--- src/sv/cpa_pkg.sv ---
// ----------------------------------------------------------------------------
// cpa_pkg
// shared types, codes and helpers of the per-source connection admitter
// ----------------------------------------------------------------------------
`default_nettype none

package cpa_pkg;

  localparam int ADDR_W   = 32;
  localparam int TICK_W   = 32;
  localparam int LIMIT_W  = 5;
  localparam int CFG_IDX_W = 2;
  localparam int CFG_DATA_W = 32;

  localparam logic [TICK_W-1:0]  ACT_WINDOW_RST = 32'd1000;
  localparam logic [LIMIT_W-1:0] SRC_LIMIT_RST = 5'd5;

  // configuration register indexes
  localparam logic [CFG_IDX_W-1:0] CFG_ACT_WINDOW = 2'd0;
  localparam logic [CFG_IDX_W-1:0] CFG_SRC_LIMIT  = 2'd1;

  // item modes
  localparam logic MODE_REQUEST = 1'b0;
  localparam logic MODE_END     = 1'b1;

  typedef enum logic [1:0] {
    VERDICT_ADMIT = 2'd0,
    VERDICT_LIMIT = 2'd1,
    VERDICT_FULL  = 2'd2,
    VERDICT_END   = 2'd3
  } verdict_e;

  // one session table entry as kept in memory
  typedef struct packed {
    logic [ADDR_W-1:0] src_addr;
    logic [TICK_W-1:0] start_ticks;
    logic [TICK_W-1:0] log_ticks;
  } slot_entry_t;

  // rate limit for log flags: never logged, clock went back, or old enough
  function automatic logic log_due(input logic [TICK_W-1:0] kept,
                                   input logic [TICK_W-1:0] now,
                                   input logic [TICK_W-1:0] spacing);
    logic [TICK_W-1:0] gap;
    gap = now - kept;
    return (kept == '0) || (now < kept) || (gap >= spacing);
  endfunction

endpackage

`default_nettype wire

--- src/sv/cpa_table.sv ---
// ----------------------------------------------------------------------------
// cpa_table
// session table memory, one write and one registered read per cycle
// ----------------------------------------------------------------------------
`default_nettype none

module cpa_table #(
  parameter int SLOTS = 16,
  localparam int IdxW = (SLOTS > 1) ? $clog2(SLOTS) : 1
) (
  input  wire                        clk_i,
  input  wire                        rst_ni,
  input  wire                        rd_en_i,
  input  wire [IdxW-1:0]             rd_addr_i,
  output cpa_pkg::slot_entry_t       rd_data_o,
  input  wire                        wr_en_i,
  input  wire [IdxW-1:0]             wr_addr_i,
  input  wire cpa_pkg::slot_entry_t  wr_data_i
);
  import cpa_pkg::*;

  slot_entry_t mem [SLOTS];
  slot_entry_t rd_q;
  logic        rd_vld_q;
  logic [SLOTS-1:0] vld_q;

  // entry storage, no reset
  always_ff @(posedge clk_i) begin
    if (wr_en_i) begin
      mem[wr_addr_i] <= wr_data_i;
    end
    if (rd_en_i) begin
      rd_q <= mem[rd_addr_i];
    end
  end

  // written-once marks, an unwritten entry reads as all zero
  always_ff @(posedge clk_i or negedge rst_ni) begin
    if (!rst_ni) begin
      vld_q    <= '0;
      rd_vld_q <= 1'b0;
    end else begin
      if (wr_en_i) begin
        vld_q[wr_addr_i] <= 1'b1;
      end
      if (rd_en_i) begin
        rd_vld_q <= vld_q[rd_addr_i];
      end
    end
  end

  assign rd_data_o = rd_vld_q ? rd_q : '0;

endmodule

`default_nettype wire

--- src/sv/per_source_connection_admitter.sv ---
// ----------------------------------------------------------------------------
// per_source_connection_admitter
// anti-flood admission control over a fixed session table
// ----------------------------------------------------------------------------
// results: a request item sweeps the table entries in order and stops early
//   when the limit is hit; an end item goes straight to its result; both
//   results wait while the output register stays stalled
// scan: the table scan reads one entry per cycle through the single memory
//   read port; a new item is taken only once the result of the last one is
//   loaded into the output register
// reset: rst_ni clears control, busy and table marks, loads config defaults
//   at once; no clearing pass, the block takes items right after reset
`default_nettype none

module per_source_connection_admitter #(
  parameter int SLOTS = 16
) (
  input  wire                              clk_i,
  input  wire                              rst_ni,
  // request / end items
  input  wire                              in_valid_i,
  output logic                             in_stall_o,
  input  wire                              mode_i,
  input  wire [cpa_pkg::ADDR_W-1:0]        source_addr_i,
  input  wire [cpa_pkg::TICK_W-1:0]        now_ticks_i,
  input  wire [3:0]                        end_slot_i,
  // result items
  output logic                             out_valid_o,
  input  wire                              out_stall_i,
  output logic [1:0]                       verdict_o,
  output logic [3:0]                       slot_index_o,
  output logic                             log_event_o,
  // configuration writes
  input  wire                              cfg_valid_i,
  output logic                             cfg_ready_o,
  input  wire [cpa_pkg::CFG_IDX_W-1:0]     cfg_index_i,
  input  wire [cpa_pkg::CFG_DATA_W-1:0]    cfg_data_i
);
  import cpa_pkg::*;

  localparam int IdxW = (SLOTS > 1) ? $clog2(SLOTS) : 1;
  localparam int CntW = $clog2(SLOTS + 1);
  localparam int CmpW = (CntW > LIMIT_W) ? CntW : LIMIT_W;
  localparam logic [IdxW-1:0] LastIdx  = IdxW'(SLOTS - 1);
  localparam logic [CntW-1:0] SlotsCnt = CntW'(SLOTS);

  // scan sequencer: idle, read/evaluate sweep, limit hit, final decision,
  // result hand-off into the output register
  typedef enum logic [2:0] {
    ST_IDLE,
    ST_SCAN,
    ST_HIT,
    ST_DECIDE,
    ST_FINISH
  } state_e;

  state_e state_q, state_d;

  // config registers
  logic [TICK_W-1:0]  act_window_q, act_window_d;
  logic [LIMIT_W-1:0] limit_q, limit_d;

  // current request
  logic [ADDR_W-1:0] req_src_q, req_src_d;
  logic [TICK_W-1:0] req_now_q, req_now_d;

  // scan bookkeeping
  logic [CntW-1:0] iss_q, iss_d;
  logic            ev_valid_q, ev_valid_d;
  logic [IdxW-1:0] ev_idx_q, ev_idx_d;
  logic [CntW-1:0] count_q, count_d;
  logic            free_found_q, free_found_d;
  logic [IdxW-1:0] free_idx_q, free_idx_d;
  logic [IdxW-1:0] hit_idx_q, hit_idx_d;
  slot_entry_t     hit_entry_q, hit_entry_d;

  // busy marks live in flops, they change on end items without a table access
  logic [SLOTS-1:0]  busy_q, busy_d;
  logic [TICK_W-1:0] global_log_q, global_log_d;

  // pending result and output register
  verdict_e res_verdict_q, res_verdict_d;
  logic [3:0] res_idx_q, res_idx_d;
  logic res_log_q, res_log_d;
  logic out_valid_q, out_valid_d;
  verdict_e out_verdict_q, out_verdict_d;
  logic [3:0] out_idx_q, out_idx_d;
  logic out_log_q, out_log_d;

  // table port
  logic            rd_en;
  logic [IdxW-1:0] rd_addr;
  slot_entry_t     rd_data;
  logic            wr_en;
  logic [IdxW-1:0] wr_addr;
  slot_entry_t     wr_data;

  // evaluation of the entry that came back from memory
  logic              start_clr;
  logic [TICK_W-1:0] start_eff;
  logic [TICK_W-1:0] age;
  logic              active;
  logic              match;
  logic [CmpW-1:0]   count_inc;
  logic [LIMIT_W-1:0] limit_eff;
  logic              hit;
  logic              hit_due;
  logic              glob_due;
  logic              in_accept;
  logic              cfg_write;

  cpa_table #(
    .SLOTS(SLOTS)
  ) u_table (
    .clk_i     (clk_i),
    .rst_ni    (rst_ni),
    .rd_en_i   (rd_en),
    .rd_addr_i (rd_addr),
    .rd_data_o (rd_data),
    .wr_en_i   (wr_en),
    .wr_addr_i (wr_addr),
    .wr_data_i (wr_data)
  );

  assign in_stall_o  = (state_q != ST_IDLE);
  assign in_accept   = in_valid_i && !in_stall_o;
  assign cfg_ready_o = 1'b1;
  assign cfg_write   = cfg_valid_i && cfg_ready_o;

  // a future start time is dropped before the activity test
  assign start_clr = rd_data.start_ticks > req_now_q;
  assign start_eff = start_clr ? '0 : rd_data.start_ticks;
  assign age       = req_now_q - start_eff;
  assign active    = busy_q[ev_idx_q] || ((start_eff != '0) && (age < act_window_q));
  assign match     = (rd_data.src_addr == req_src_q);
  // a limit of zero behaves as one
  assign limit_eff = (limit_q == '0) ? LIMIT_W'(1) : limit_q;
  assign count_inc = CmpW'(count_q) + CmpW'(1);
  assign hit       = active && match && (count_inc >= CmpW'(limit_eff));

  assign hit_due  = log_due(hit_entry_q.log_ticks, req_now_q, act_window_q);
  assign glob_due = log_due(global_log_q, req_now_q, act_window_q);

  always_comb begin
    state_d       = state_q;
    act_window_d  = act_window_q;
    limit_d       = limit_q;
    req_src_d     = req_src_q;
    req_now_d     = req_now_q;
    iss_d         = iss_q;
    ev_valid_d    = ev_valid_q;
    ev_idx_d      = ev_idx_q;
    count_d       = count_q;
    free_found_d  = free_found_q;
    free_idx_d    = free_idx_q;
    hit_idx_d     = hit_idx_q;
    hit_entry_d   = hit_entry_q;
    busy_d        = busy_q;
    global_log_d  = global_log_q;
    res_verdict_d = res_verdict_q;
    res_idx_d     = res_idx_q;
    res_log_d     = res_log_q;
    out_valid_d   = out_valid_q;
    out_verdict_d = out_verdict_q;
    out_idx_d     = out_idx_q;
    out_log_d     = out_log_q;
    rd_en         = 1'b0;
    rd_addr       = iss_q[IdxW-1:0];
    wr_en         = 1'b0;
    wr_addr       = ev_idx_q;
    wr_data       = '0;

    // result taken downstream
    if (out_valid_q && !out_stall_i) begin
      out_valid_d = 1'b0;
    end

    if (cfg_write) begin
      case (cfg_index_i)
        CFG_ACT_WINDOW: act_window_d = cfg_data_i;
        CFG_SRC_LIMIT:  limit_d      = cfg_data_i[LIMIT_W-1:0];
        default: ;
      endcase
    end

    case (state_q)
      ST_IDLE: begin
        if (in_accept) begin
          if (mode_i == MODE_END) begin
            // out-of-range slot: acknowledged, nothing freed
            if (int'(end_slot_i) < SLOTS) begin
              busy_d[IdxW'(end_slot_i)] = 1'b0;
            end
            res_verdict_d = VERDICT_END;
            res_idx_d     = end_slot_i;
            res_log_d     = 1'b0;
            state_d       = ST_FINISH;
          end else begin
            req_src_d    = source_addr_i;
            // a zero timestamp is taken as one
            req_now_d    = (now_ticks_i == '0) ? TICK_W'(1) : now_ticks_i;
            iss_d        = '0;
            ev_valid_d   = 1'b0;
            count_d      = '0;
            free_found_d = 1'b0;
            state_d      = ST_SCAN;
          end
        end
      end

      ST_SCAN: begin
        // issue the next read, its data is evaluated in the following cycle
        ev_valid_d = 1'b0;
        if (iss_q != SlotsCnt) begin
          rd_en      = 1'b1;
          iss_d      = iss_q + CntW'(1);
          ev_valid_d = 1'b1;
          ev_idx_d   = iss_q[IdxW-1:0];
        end
        if (ev_valid_q) begin
          if (hit) begin
            // limit reached: stop the sweep, later entries stay untouched
            hit_idx_d                 = ev_idx_q;
            hit_entry_d.src_addr      = rd_data.src_addr;
            hit_entry_d.start_ticks   = start_eff;
            hit_entry_d.log_ticks     = rd_data.log_ticks;
            ev_valid_d                = 1'b0;
            state_d                   = ST_HIT;
          end else begin
            if (start_clr) begin
              wr_en               = 1'b1;
              wr_addr             = ev_idx_q;
              wr_data.src_addr    = rd_data.src_addr;
              wr_data.start_ticks = '0;
              wr_data.log_ticks   = rd_data.log_ticks;
            end
            if (active && match) begin
              count_d = count_q + CntW'(1);
            end
            if (!active && !free_found_q) begin
              free_found_d = 1'b1;
              free_idx_d   = ev_idx_q;
            end
            if (ev_idx_q == LastIdx) begin
              state_d = ST_DECIDE;
            end
          end
        end
      end

      ST_HIT: begin
        // write back the cleared start time together with the log time
        wr_en   = 1'b1;
        wr_addr = hit_idx_q;
        wr_data = hit_entry_q;
        if (hit_due) begin
          wr_data.log_ticks = req_now_q;
        end
        res_verdict_d = VERDICT_LIMIT;
        res_idx_d     = 4'(hit_idx_q);
        res_log_d     = hit_due;
        state_d       = ST_FINISH;
      end

      ST_DECIDE: begin
        if (free_found_q) begin
          wr_en               = 1'b1;
          wr_addr             = free_idx_q;
          wr_data.src_addr    = req_src_q;
          wr_data.start_ticks = req_now_q;
          wr_data.log_ticks   = '0;
          busy_d[free_idx_q]  = 1'b1;
          res_verdict_d       = VERDICT_ADMIT;
          res_idx_d           = 4'(free_idx_q);
          res_log_d           = 1'b0;
        end else begin
          // table full, global log rate limit
          if (glob_due) begin
            global_log_d = req_now_q;
          end
          res_verdict_d = VERDICT_FULL;
          res_idx_d     = '0;
          res_log_d     = glob_due;
        end
        state_d = ST_FINISH;
      end

      ST_FINISH: begin
        if (!out_valid_q || !out_stall_i) begin
          out_valid_d   = 1'b1;
          out_verdict_d = res_verdict_q;
          out_idx_d     = res_idx_q;
          out_log_d     = res_log_q;
          state_d       = ST_IDLE;
        end
      end

      default: state_d = ST_IDLE;
    endcase
  end

  always_ff @(posedge clk_i or negedge rst_ni) begin
    if (!rst_ni) begin
      state_q       <= ST_IDLE;
      act_window_q  <= ACT_WINDOW_RST;
      limit_q       <= SRC_LIMIT_RST;
      req_src_q     <= '0;
      req_now_q     <= '0;
      iss_q         <= '0;
      ev_valid_q    <= 1'b0;
      ev_idx_q      <= '0;
      count_q       <= '0;
      free_found_q  <= 1'b0;
      free_idx_q    <= '0;
      hit_idx_q     <= '0;
      hit_entry_q   <= '0;
      busy_q        <= '0;
      global_log_q  <= '0;
      res_verdict_q <= VERDICT_ADMIT;
      res_idx_q     <= '0;
      res_log_q     <= 1'b0;
      out_valid_q   <= 1'b0;
      out_verdict_q <= VERDICT_ADMIT;
      out_idx_q     <= '0;
      out_log_q     <= 1'b0;
    end else begin
      state_q       <= state_d;
      act_window_q  <= act_window_d;
      limit_q       <= limit_d;
      req_src_q     <= req_src_d;
      req_now_q     <= req_now_d;
      iss_q         <= iss_d;
      ev_valid_q    <= ev_valid_d;
      ev_idx_q      <= ev_idx_d;
      count_q       <= count_d;
      free_found_q  <= free_found_d;
      free_idx_q    <= free_idx_d;
      hit_idx_q     <= hit_idx_d;
      hit_entry_q   <= hit_entry_d;
      busy_q        <= busy_d;
      global_log_q  <= global_log_d;
      res_verdict_q <= res_verdict_d;
      res_idx_q     <= res_idx_d;
      res_log_q     <= res_log_d;
      out_valid_q   <= out_valid_d;
      out_verdict_q <= out_verdict_d;
      out_idx_q     <= out_idx_d;
      out_log_q     <= out_log_d;
    end
  end

  assign out_valid_o  = out_valid_q;
  assign verdict_o    = out_verdict_q;
  assign slot_index_o = out_idx_q;
  assign log_event_o  = out_log_q;

endmodule

`default_nettype wire

--- config.mk ---
export PLATFORM = sky130hd
export DESIGN_NAME = per_source_connection_admitter
export DESIGN_NICKNAME = d
export VERILOG_FILES = /design/src/sv/cpa_pkg.sv /design/src/sv/cpa_table.sv /design/src/sv/per_source_connection_admitter.sv
export SDC_FILE = /design/constraint.sdc
export NUM_CORES = 2
export LEC_CHECK = 0
export BUFFER_PORTS_ARGS = -buffer_cell sky130_fd_sc_hd__buf_2
export CAP_MARGIN = 20
export CORE_MARGIN = 4
export CORE_UTILIZATION = 29
export DETAILED_ROUTE_END_ITERATION = 7
export SYNTH_ARGS = -nofsm -noshare
export SYNTH_HDL_FRONTEND = slang
export SYNTH_HIERARCHICAL = 1
export SYNTH_SLANG_ARGS = --single-unit
export TNS_END_PERCENT = 5
--- constraint.sdc ---
create_clock -name clk_i -period 11.35 [get_ports clk_i]
set_clock_uncertainty 0.15 [all_clocks]
set_input_delay 2.27 -clock clk_i [delete_from_list [all_inputs] [get_ports clk_i]]
set_output_delay 2.27 -clock clk_i [all_outputs]
set_load 0.005 [all_outputs]
==> impl_metrics.tcl <==
set metrics [dict create \
    path_clk_slew_ns 0.06 \
    wire_length_of_the_first_global_routing_pass_um 325000 \
    timing.critical_path.arrival_ns 9.99 \
    cp_top_family "compound AO/OA/AOI/OAI gates" \
    tritoncts_num_sinks 1936 \
    worst-endpoint-required_ns 11.92 \
    hold_buffers 0 \
    die_area_mm2 0.296 \
    synth_top_family_by_area "multiplexers" \
    post_cts_resize_count 0 \
    min-delay-start "u_table/vld_q[3]" \
    max-cap-violations 0 \
    gpl.final_weighted_congestion 0.896 \
    grt_antenna_before_repair 8 \
    power_density_mw_per_mm2 240 \
    crit_path_top_delay_cell "sky130_fd_sc_hd__a2111oi_0" \
    crit_path_largest_cell_delay_ns 1.02 \
    drt_iter0_drc 4982 \
    netlist_instances 4821 \
    critPathMaxFanout 53 \
    library_cell_appearing_most_often_on_the_critical_path "sky130_fd_sc_hd__a21oi_1" \
    yosys.area.top_type_share_pct 58.8 \
    initial_utilization_pct 29.2 \
    grt_setup_unrepaired "no" \
    netlist.top_cell.by_area "sky130_fd_sc_hd__edfxtp_1" \
    setup_viol_count_final 0 \
    status "finished clean" \
    count_of_flip_flops_with_a_built_in_enable_after_synthesis 1632 \
    drt_pass1_iterations 8 \
    post_synth_xor_area_fraction_pct 1.17 \
    root_buffer_selected_by_cts "sky130_fd_sc_hd__clkbuf_16" \
    setup_tns_ns 0 \
    destination_of_the_worst_hold_path "u_table/vld_q[3]" \
    boundaryPins 118 \
    number_of_clock_buffers_inserted_by_tritoncts 192 \
    max_slew_margin_pct 22.6 \
    synthDistinctLibCells 86 \
    cts_post_setup_buffers_inserted 0 \
    clock_latency_of_the_later_clocked_register_in_the_worst_skew_pair_ns 0.87 \
    global_route.overflow_total 0 \
    critical_path.n_buffers_inverters 3 \
    detail_route.vias_per_cell 5.17 \
    nNetsFinal 5317 \
    tritoncts_clock_tree "done" \
    wirelength_um 222000 \
    synthSimpleGateAreaFrac_pct 5.05 \
    ctsLongestPathBuffers 3 \
    rows 196 \
    largest_net_degree_at_the_start_of_global_routing 138 \
    avg_cell_area_syn_um2 17.3 \
    detailroute.via_count 46000 \
    drt_drc_violations_left 0 \
    total_routing_usage_reported_by_global_routing_pct 14.7 \
    number_of_global_route_vias_before_repair 46500 \
    syn_nets 5163 \
    fmax_ghz 0.106 \
    count_of_antenna_violating_nets_left_after_detailed_routing 0 \
    fin_util_pct 33.3 \
    compound_cell_area_share_of_the_yosys_netlist_pct 5.36 \
    floorplan.core_area_mm2 0.286 \
    r2r_cells 30 \
    worstSetupPathType "reg -> reg" \
    r2r-start "u_table/rd_vld_q" \
    hpwl_um 125000 \
    worst_pin_slew_ns 1.13 \
    layout_cell_share_with_drive_strength_beyond_1_pct 22.2 \
    hp-class "reg -> reg" \
    yosys_most_used_dff "sky130_fd_sc_hd__edfxtp_1" \
    reg2reg_setup_slack_ns 1.94 \
    synthToLayoutAreaGrowth_pct 14.1 \
    htree_num_levels 4 \
    muxShareOfSynthArea_pct 14.9 \
    share_of_synthesized_cell_area_in_full_adder_half_adder_and_majority_cells_pct 3.54 \
    die_h_um 544 \
    critical_path.startpoint_type "flop" \
    post-route-min-period_ns 9.41 \
    finalHoldViolCount 0 \
    synth_warnings 6 \
    reg2reg_to "hit_entry_q[74]" \
    vdd_drop_max_mv 0.296 \
    worst_setup_ep_type "flop" \
    hold_path_cells 1 \
    final_critical_path_share_of_the_clock_period_pct 82.9 \
    die_x_um 544 \
    io_buffer_count 116 \
    p_leak_nw 36.1 \
    mappedNetlistArea_mm2 0.0834 \
    report.final.slew_viol_count 0 \
    synth_top_cells_by_area "sky130_fd_sc_hd__edfxtp_1, sky130_fd_sc_hd__mux4_2, sky130_fd_sc_hd__dfrtp_1, sky130_fd_sc_hd__ha_1, sky130_fd_sc_hd__nand2_1" \
    seq_area_frac_synth_pct 67.9 \
    asyncSetResetFlopFracSynth_pct 15.7 \
    routedWlPerCell_um 24.9 \
    ys_ff_latch 1936 \
]
## cell usage in the layout (no fill, tap or decap), types with 99 or more instances in the layout
| cell type | count |
|---|---|
| sky130_fd_sc_hd__a21o_1 | 105 |
| sky130_fd_sc_hd__and2_1 | 102 |
| sky130_fd_sc_hd__buf_2 | 115 |
| sky130_fd_sc_hd__clkbuf_16 | 193 |
| sky130_fd_sc_hd__dfrtp_1 | 291 |
| sky130_fd_sc_hd__edfxtp_1 | 1632 |
| sky130_fd_sc_hd__ha_1 | 231 |
| sky130_fd_sc_hd__inv_1 | 198 |
| sky130_fd_sc_hd__mux4_2 | 489 |
| sky130_fd_sc_hd__nand2_1 | 310 |
| sky130_fd_sc_hd__nor2_1 | 99 |
| sky130_fd_sc_hd__o21ai_0 | 195 |
## Yosys cell counts (all sizes together), types with 10 or more instances
| cell | count |
|---|---|
| o211ai | 13 |
| o31ai | 35 |
| nor2 | 113 |
| ha | 231 |
| nand3b | 10 |
| dfrtp | 296 |
| a222oi | 40 |
| mux2 | 89 |
| o21a | 24 |
| a21o | 107 |
| inv | 199 |
| a21oi | 98 |
| xor2 | 25 |
| nand2 | 312 |
| nor3 | 34 |
| nor2b | 16 |
| nand2b | 20 |
| buf | 88 |
| xnor2 | 86 |
| and2 | 106 |
| a31oi | 12 |
| or2 | 26 |
| a211oi | 22 |
| or3 | 12 |
| and3 | 12 |
| clkbuf | 128 |
| mux4 | 489 |
| nand4 | 77 |
| edfxtp | 1632 |
| o21ai | 198 |
| nand3 | 62 |
| nor4 | 41 |
| mux2i | 37 |
| a22o | 34 |
## sequential cells by signal, indices dropped and copies added (netlist names), 2 cells and up
signal,count
act_window_q,32
busy_q,16
count_q,5
ev_idx_q,4
free_idx_q,4
global_log_q,32
hit_entry_q,96
hit_idx_q,4
iss_q,5
limit_q,5
req_now_q,32
req_src_q,32
res_idx_q,4
res_verdict_q,2
slot_index_o,4
state_q,3
u_table/mem,1536
u_table/rd_q,96
u_table/vld_q,16
verdict_o,2
## where the power goes
| part | internal (mW) | total, mW | switching (mW) | leakage (nW) |
|---|---|---|---|---|
| Clock | 3.68 | 6.46 | 2.78 | 3.17 |
| Combinational | 3.00 | 7.64 | 4.64 | 10.8 |
| Sequential | 8.17 | 8.70 | 0.527 | 22.2 |
## logic make-up (layout without fill, tap and decap cells)
group	after synthesis	after routing
flip-flops	1936	1936
AND/OR/NAND/NOR	854	854
AO/OA/AOI/OAI	655	655
multiplexers	615	615
buffers and inverters	415	737
adder cells (fa/ha/maj)	234	234
XOR/XNOR	111	111
other	1	4
## how the worst max path moves through the flow
stage,start,to,slack (ns),cells after the start
after floorplan,u_table/rd_vld_q,u_table/vld_q[0],0.45,16
after global placement,u_table/rd_vld_q,hit_entry_q[66],2.03,30
after detailed placement,u_table/rd_vld_q,hit_entry_q[93],2.05,30
after CTS,u_table/rd_vld_q,hit_entry_q[68],2.01,30
after global routing,u_table/rd_vld_q,hit_entry_q[74],1.58,30
final,u_table/rd_vld_q,hit_entry_q[74],1.94,30
## worst reg2reg max path: cells and delay by family, from the launching register on
family	cells	cell delay, ns
muxes	1	0.48
and+or+nand+nor	9	2.27
AOI/OAI and AO/OA	13	3.86
xor gates and xnor gates	1	0.14
DFF	1	0.68
buffers and inverters	3	0.83
adders and majority gates	3	0.84
## layout make-up
cell class,instances,area (µm²)
diodes,3,7.51
fillers,27000,191000
multi-input cells,2470,25200
clock inverters,102,1200
inverters,199,752
flip-flops and latches,1936,56600
clock buffers,260,5300
well taps,3762,4710
repair buffers,176,1330
## per-stage QoR
stage / hold WS [ns] / area, µm² / total power [mW] / setup slack [ns] / instances
after detailed placement: 0.304 / 88600 / 16.5 / 2.05 / 8542
after global placement: 0.295 / 88600 / 16.4 / 2.03 / 8540
after floorplan: 0.284 / 83400 / 14.0 / 0.453 / 4821
after CTS: 0.319 / 95100 / 23.0 / 2.01 / 8904
after global routing: 0.332 / 95100 / 24.0 / 1.58 / 8906
final: 0.314 / 95100 / 22.8 / 1.94 / 8908
## routing by layer
| layer | routed length, µm | global-route usage, % | up-vias |
|---|---|---|---|
| li1 | - | - | 19500 |
| met1 | 98900 | 21.3 | 24500 |
| met3 | 14200 | 1.91 | 298 |
| met5 | 0 | 0 | - |
| met4 | 4390 | 3.52 | 0 |
| met2 | 105000 | 23.6 | 1723 |
Power figures use the tool's default switching activity.
